===== config.mk =====
export PLATFORM = sky130hd
export DESIGN_NAME = pbsm_match
export DESIGN_NICKNAME = d
export VERILOG_FILES = /design/src/hw/rtl/pbsm_pkg.sv /design/src/hw/rtl/pbsm_match.sv
export SDC_FILE = /design/constraint.sdc
export NUM_CORES = 1
export LEC_CHECK = 0
export BUFFER_PORTS_ARGS = -buffer_cell sky130_fd_sc_hd__buf_2
export CAP_MARGIN = 10
export CELL_PAD_IN_SITES_DETAIL_PLACEMENT = 1
export CELL_PAD_IN_SITES_GLOBAL_PLACEMENT = 1
export CORE_MARGIN = 2
export CORE_UTILIZATION = 48
export CTS_BUF_LIST = sky130_fd_sc_hd__clkbuf_2 sky130_fd_sc_hd__clkbuf_4 sky130_fd_sc_hd__clkbuf_8
export CTS_CLUSTER_DIAMETER = 200
export DETAILED_ROUTE_END_ITERATION = 6
export PLACE_DENSITY = 0.82
export SLEW_MARGIN = 25
export SYNTH_ARGS = -nofsm -noshare
export SYNTH_HDL_FRONTEND = slang
export SYNTH_SLANG_ARGS = --single-unit

===== constraint.sdc =====
create_clock -name clk -period 11.85 [get_ports clk]
set_input_delay 1.7775 -clock clk [delete_from_list [all_inputs] [get_ports clk]]
set_output_delay 1.7775 -clock clk [all_outputs]
set_load 0.02 [all_outputs]

===== src/hw/rtl/pbsm_pkg.sv =====
package pbsm_pkg;
	localparam int MAX_WIDTH_D   = 320;
	localparam int MAX_HEIGHT_D  = 240;
	localparam int MAX_SAMPLES_D = 16;
	localparam int PIX_W         = 24;
	localparam int CFG_IDX_W     = 3;
	localparam int CFG_DATA_W    = 9;
	localparam int DIST_SCALE    = 3;

	typedef enum logic [CFG_IDX_W-1:0] {
		REG_WIDTH     = 3'd0,
		REG_HEIGHT    = 3'd1,
		REG_THREE_CH  = 3'd2,
		REG_SAMPLES   = 3'd3,
		REG_MATCHES   = 3'd4,
		REG_THRESHOLD = 3'd5,
		REG_COLOR_OUT = 3'd6
	} reg_idx_t;

	localparam logic OP_INIT     = 1'b0;
	localparam logic OP_CLASSIFY = 1'b1;

	typedef struct packed {
		logic [8:0] frame_width;
		logic [7:0] frame_height;
		logic       three_channels;
		logic [4:0] sample_count;
		logic [4:0] match_count;
		logic [7:0] dist_threshold;
		logic       color_output;
	} cfg_t;

	typedef struct packed {
		logic       op;
		logic [7:0] red;
		logic [7:0] green;
		logic [7:0] blue;
		logic       self_update;
		logic [3:0] self_slot;
		logic       neighbor_update;
		logic [3:0] neighbor_slot;
		logic [1:0] neighbor_dx;
		logic [1:0] neighbor_dy;
	} pix_in_t;

	typedef struct packed {
		logic       foreground;
		logic [7:0] out_red;
		logic [7:0] out_green;
		logic [7:0] out_blue;
		logic       frame_end;
	} pix_out_t;

	function automatic logic [7:0] absdiff8(logic [7:0] a, logic [7:0] b);
		return (a > b) ? a - b : b - a;
	endfunction
endpackage


===== src/hw/rtl/pbsm_match.sv =====
// Per-sample closeness test, registered.
module pbsm_match (
	input  logic             clk,
	input  logic [7:0]       red,
	input  logic [7:0]       green,
	input  logic [7:0]       blue,
	input  logic [23:0]      sample,
	input  logic             color_dist,
	input  logic [7:0]       threshold,
	input  logic [17:0]      limit,
	output logic             close_s1
);
	import pbsm_pkg::*;
	logic [7:0]  dr, dg, db;
	logic [17:0] sum;

	always_comb begin
		dr  = absdiff8(red, sample[7:0]);
		dg  = absdiff8(green, sample[15:8]);
		db  = absdiff8(blue, sample[23:16]);
		sum = 18'(16'(dr) * 16'(dr)) + 18'(16'(dg) * 16'(dg)) + 18'(16'(db) * 16'(db));
	end

	always_ff @(posedge clk) begin
		close_s1 <= color_dist ? (sum < limit) : (dr < threshold);
	end
endmodule

# Yosys cells after proc, flatten, opt, wreduce, memory -nomap -nowiden
# Cells that the tools add are included.
dict set report word_totals {
  input_bits 76
  reg_bits 1
  output_inout_bits 1
  word_cells 21
}
dict set report classes {
  order_cmp 5
  muxes 4
  multipliers 3
  addsub 8
}
# cell count
set ops {}
lappend ops {{$mul A8 B8 Y16} 3}
lappend ops {{$sub A8 B8 Y8} 6}
lappend ops {{$gt A8 B8 Y1} 3}
lappend ops {{$mux W8} 3}
lappend ops {{$add A17 B16 Y18} 1}
lappend ops {{$lt A18 B18 Y1} 1}
lappend ops {{$add A16 B16 Y17} 1}
lappend ops {{$lt A8 B8 Y1} 1}
lappend ops {{$mux W1} 1}

# Longest topological paths before layout
dict set report logic_depth {
  depth_word 7
  ltp_mapped 40
  ltp_nobuf 39
}

# Worst setup path before layout
# No wires, ideal clock.
dict set report synth_timing {
  kind {in2reg}
  from {input port red[0]}
  to {register close_s1}
  n_path_buf 1
  setup_slack_ns 2.080
  setup_ns 0.126
  path_stages 37
  required_time_ns 11.724
  arrival_time_ns 9.645
  path_cell_list {inv_1 -> ha_1 -> inv_1 -> fa_1 -> nand3_1 -> a21oi_1 -> o31a_1 -> buf_6 -> o31ai_1 -> xnor2_2 -> inv_1 -> nor2_1 -> fa_1 -> inv_1 -> fa_1 -> fa_1 -> inv_1 -> fa_1 -> fa_1 -> inv_1 -> fa_1 -> fa_1 -> inv_1 -> ha_1 -> a21o_1 -> a21oi_1 -> o21ai_0 -> a41oi_1 -> o21ai_0 -> a21oi_1 -> xor2_1 -> ha_1 -> nand3_1 -> nor2_1 -> nand3_1 -> a31oi_1 -> o32ai_1}
}
dict set report synth_via {
  elab_chain_cells 7
  word_cells_on_any_way 10
  cone_classes {add/sub (4); mul (1); order compare (3); mux (2)}
}
# item line
set synth_lines {}
lappend synth_lines {{from (decl)} pbsm_match.sv:4} ;# input logic [7:0] red,
lappend synth_lines {{$sub A8 B8 Y8 or $gt A8 B8 Y1 (tied branches)} pbsm_pkg.sv:55} ;# return (a > b) ? a - b : b - a;
lappend synth_lines {{$mux W8 *} pbsm_pkg.sv:55}
lappend synth_lines {{$mul A8 B8 Y16} pbsm_match.sv:21} ;# sum = 18'(16'(dr) * 16'(dr)) + 18'(16'(dg) * 16'(dg)) + 18'(16'(db) * 16'(db));
lappend synth_lines {{$add A16 B16 Y17} pbsm_match.sv:21}
lappend synth_lines {{$add A17 B16 Y18} pbsm_match.sv:21}
lappend synth_lines {{$lt A18 B18 Y1} pbsm_match.sv:25} ;# close_s1 <= color_dist ? (sum < limit) : (dr < threshold);
lappend synth_lines {{$mux W1 *} pbsm_match.sv:25}
lappend synth_lines {{to (signal assigned)} pbsm_match.sv:25}
lappend synth_lines {{to (decl)} pbsm_match.sv:11} ;# output logic close_s1
# Every way passes the cells marked *; elsewhere a longest branch is shown, timed or not.

# Worst setup path in the final report
# Same ends and word-level chain as after synthesis.

==> results.yml <==
synthesis:
  ys_top_cells_by_area: "fa_1, ha_1, inv_1"
  syn_area_per_cell_um2: 8.252
  synth_top_area_share_pct: 33.68
  synth.distinct_cells: 58
  synth_warnings: 0
  yosys.area.top_type: "fa_1"
  yosys_most_used_dff: "dfxtp_1"
  ys_ff_latch: 1
  syn_nets: 1357
  synthesis.area_um2: 8203
  synth-async-reset-ratio_pct: 0
  synth-seq-area-share_pct: 0.2441
  syn_inst: 994
  synth_edf_count: 0
cells_and_area:
  largest-register: "close_s1"
  areaGrowthSynthToFinish_pct: 7.566
  largestRegisters: "close_s1: 1 flops"
  diodes: 0
  final_nets: 1427
  fillers: 2082
  largest_reg_flops: 1
  drive_gt1_share_pct: 10.08
floorplanning:
  start_util_pct: 49.29
  dieArea_um2: 18150
  coreArea_um2: 16640
  num_io_pins: 77
  die_x_um: 134.7
  dieHeight_um: 134.7
  num_rows: 47
placed_design:
  place.gp.congestion: 0.8142
  port_buffers: 76
  dpl.hpwl_um: 17970
worst_setup_path:
  end_kind: "flip-flop"
  worstPathMaxFanout: 12
  worstSetupPathType: "in2reg"
  crit_slowest_cell: "xnor2_1"
  worst_setup_path_start_kind: "primary input"
  crit_arrival_ps: 11130
  cp_common_cell: "fa_1"
  critPathRequiredTime_ps: 11720
  slowest_delay_ps: 740
routing:
  ant_nets: 0
  drc: 0
  wire_per_inst_um: 15.41
  num_vias: 6671
  drt_iter0_drc: 147
  routed_wl_um: 19760
  viasPerCell: 5.204
  first_pass_iters: 4
hold_path:
  min_from: "color_dist"
  hp-class: "in2reg"
  whs_path_depth: 2
  min_to: "close_s1$_DFF_P_"
clock_tree:
  post_cts_resized: 0
  cts_setup_buffers: 0
  cts.clk_slew.worst_paths_ps: 0
  holdBufCountCts: 0
grt:
  grt_pass1_vias: 7487
  met3_usage_pct: 0.2252
  grt_use_met2_pct: 45.80
  antenna_found_initial: 0
  grt_pass1_wl_um: 34370
  use_met1_pct: 29.01
  gr-usage-all-layers_pct: 23.12
  grt_overflow: 0
  grt_max_degree: 14
  busiest_layer: "met2"
timing:
  drv_slew: 0
  slew_headroom_pct: 38.58
  setup_violations: 0
  hold_violations: 0
  period_minus_slack_ps: 11260
  clock.fmax_ghz: 0.08882
  finalSetupTns_ps: 0
  min_period_over_period_pct: 95.01
  worst_slew_pin_slew_ps: 914.7
  rsz0062_at_grt: "no"
job:
  drv_cap: 0
status:
  status: "completed"
==> how the worst max path moves through the flow <==
| stage | from | endpoint | slack, ps | depth (start not counted) |
|---|---|---|---|---|
| floorplan | red[0] | close_s1$_DFF_P_ | 2080 | 37 |
| global placement | blue[0] | close_s1$_DFF_P_ | 1020 | 35 |
| detailed placement | red[0] | close_s1$_DFF_P_ | 750 | 37 |
| CTS | red[0] | close_s1$_DFF_P_ | 710 | 37 |
| global route | red[0] | close_s1$_DFF_P_ | 80 | 37 |
| finish | red[0] | close_s1$_DFF_P_ | 590 | 37 |
==> cells in the final DEF (no fill, tap or decap), types with 5 or more instances in the layout <==
| master | synthesis | final |
|---|---|---|
| and3_1 | 5 | 5 |
| xor2_1 | 10 | 10 |
| nand3_1 | 9 | 9 |
| fa_1 | 138 | 138 |
| o21ai_0 | 26 | 26 |
| nand2b_1 | 21 | 21 |
| or2_2 | 6 | 6 |
| o21a_1 | 12 | 12 |
| mux2i_1 | 12 | 12 |
| buf_2 | 7 | 76 |
| a21o_1 | 17 | 17 |
| nor2_1 | 85 | 85 |
| nor2b_1 | 10 | 10 |
| ha_1 | 149 | 149 |
| xnor2_1 | 19 | 18 |
| nor3_1 | 7 | 7 |
| nand2_1 | 35 | 35 |
| buf_4 | 1 | 8 |
| a21oi_1 | 52 | 52 |
| inv_1 | 288 | 288 |
| o21bai_1 | 7 | 7 |
| nand4_1 | 6 | 6 |
==> synth_stat cells, drive strengths merged, types with 4 or more instances <==
master  count
nand2      36
nand4       6
nand3       9
nor3        8
o21bai      7
ha        149
or2         6
buf        12
fa        138
a21boi      4
inv       292
o21a       12
o31ai       4
nor2b      10
and3        5
o221ai      4
xor2       11
o21ai      28
mux2i      12
nor2       86
xnor2      21
o31a        4
nand2b     21
a21oi      53
a21o       18
clkbuf      4
==> cells by family (layout without fill, tap and decap cells) <==
kind of cell	after synthesis	in the layout	share of synthesized area, %
XOR/XNOR	32	32	3.691
AND/OR/NAND/NOR	202	202	11.73
buffers and inverters	308	376	14.61
multiplexers	13	13	1.602
AO/OA/AOI/OAI	151	151	11.71
adder cells (fa/ha/maj)	287	287	56.41
flip-flops	1	1	0.2441
==> area by class of cell <==
cell class | count | area, um^2 | share of cell area [%]
Multi-Input combinational cell | 685 | 6992 | 79.24
Inverter | 292 | 1096 | 12.42
Timing Repair Buffer | 84 | 440.4 | 4.991
Tap cell | 220 | 275.3 | 3.120
Sequential cell | 1 | 20.02 | 0.2269
==> routing by layer <==
| metal | wire [um] | vias up | share of wire (%) |
|---|---|---|---|
| met5 | 0 | - | 0 |
| met4 | 217 | 0 | 1.1 |
| met3 | 337 | 18 | 1.7 |
| met2 | 10840 | 88 | 55 |
| met1 | 8359 | 3365 | 42 |
| li1 | - | 3200 | - |
==> worst max-delay path: cells and delay by family <==
kind,cells,cell delay (ps)
buf+inv,8,750
mux,1,190
simple gates,5,660
fa+ha+maj,11,4600
compound gates,10,2270
xor+xnor,2,830
==> through the flow <==
step                area, um^2  hold WS (ps)  std cells  utilization, %  setup slack [ps]
finish                    8823          2010       1282           53.02             591.0
global route              8823          2028       1282           53.02             75.27
CTS                       8816          2018       1282           52.97             708.8
detailed placement        8816          2015       1282           52.97             752.6
global placement          8816          2017       1282           52.97              1024
floorplan                 8203          1892        994               -              2080
Power is left out: the tool's default activity adds up to more than one toggle a clock period on the data nets, which glitch-free logic cannot reach.
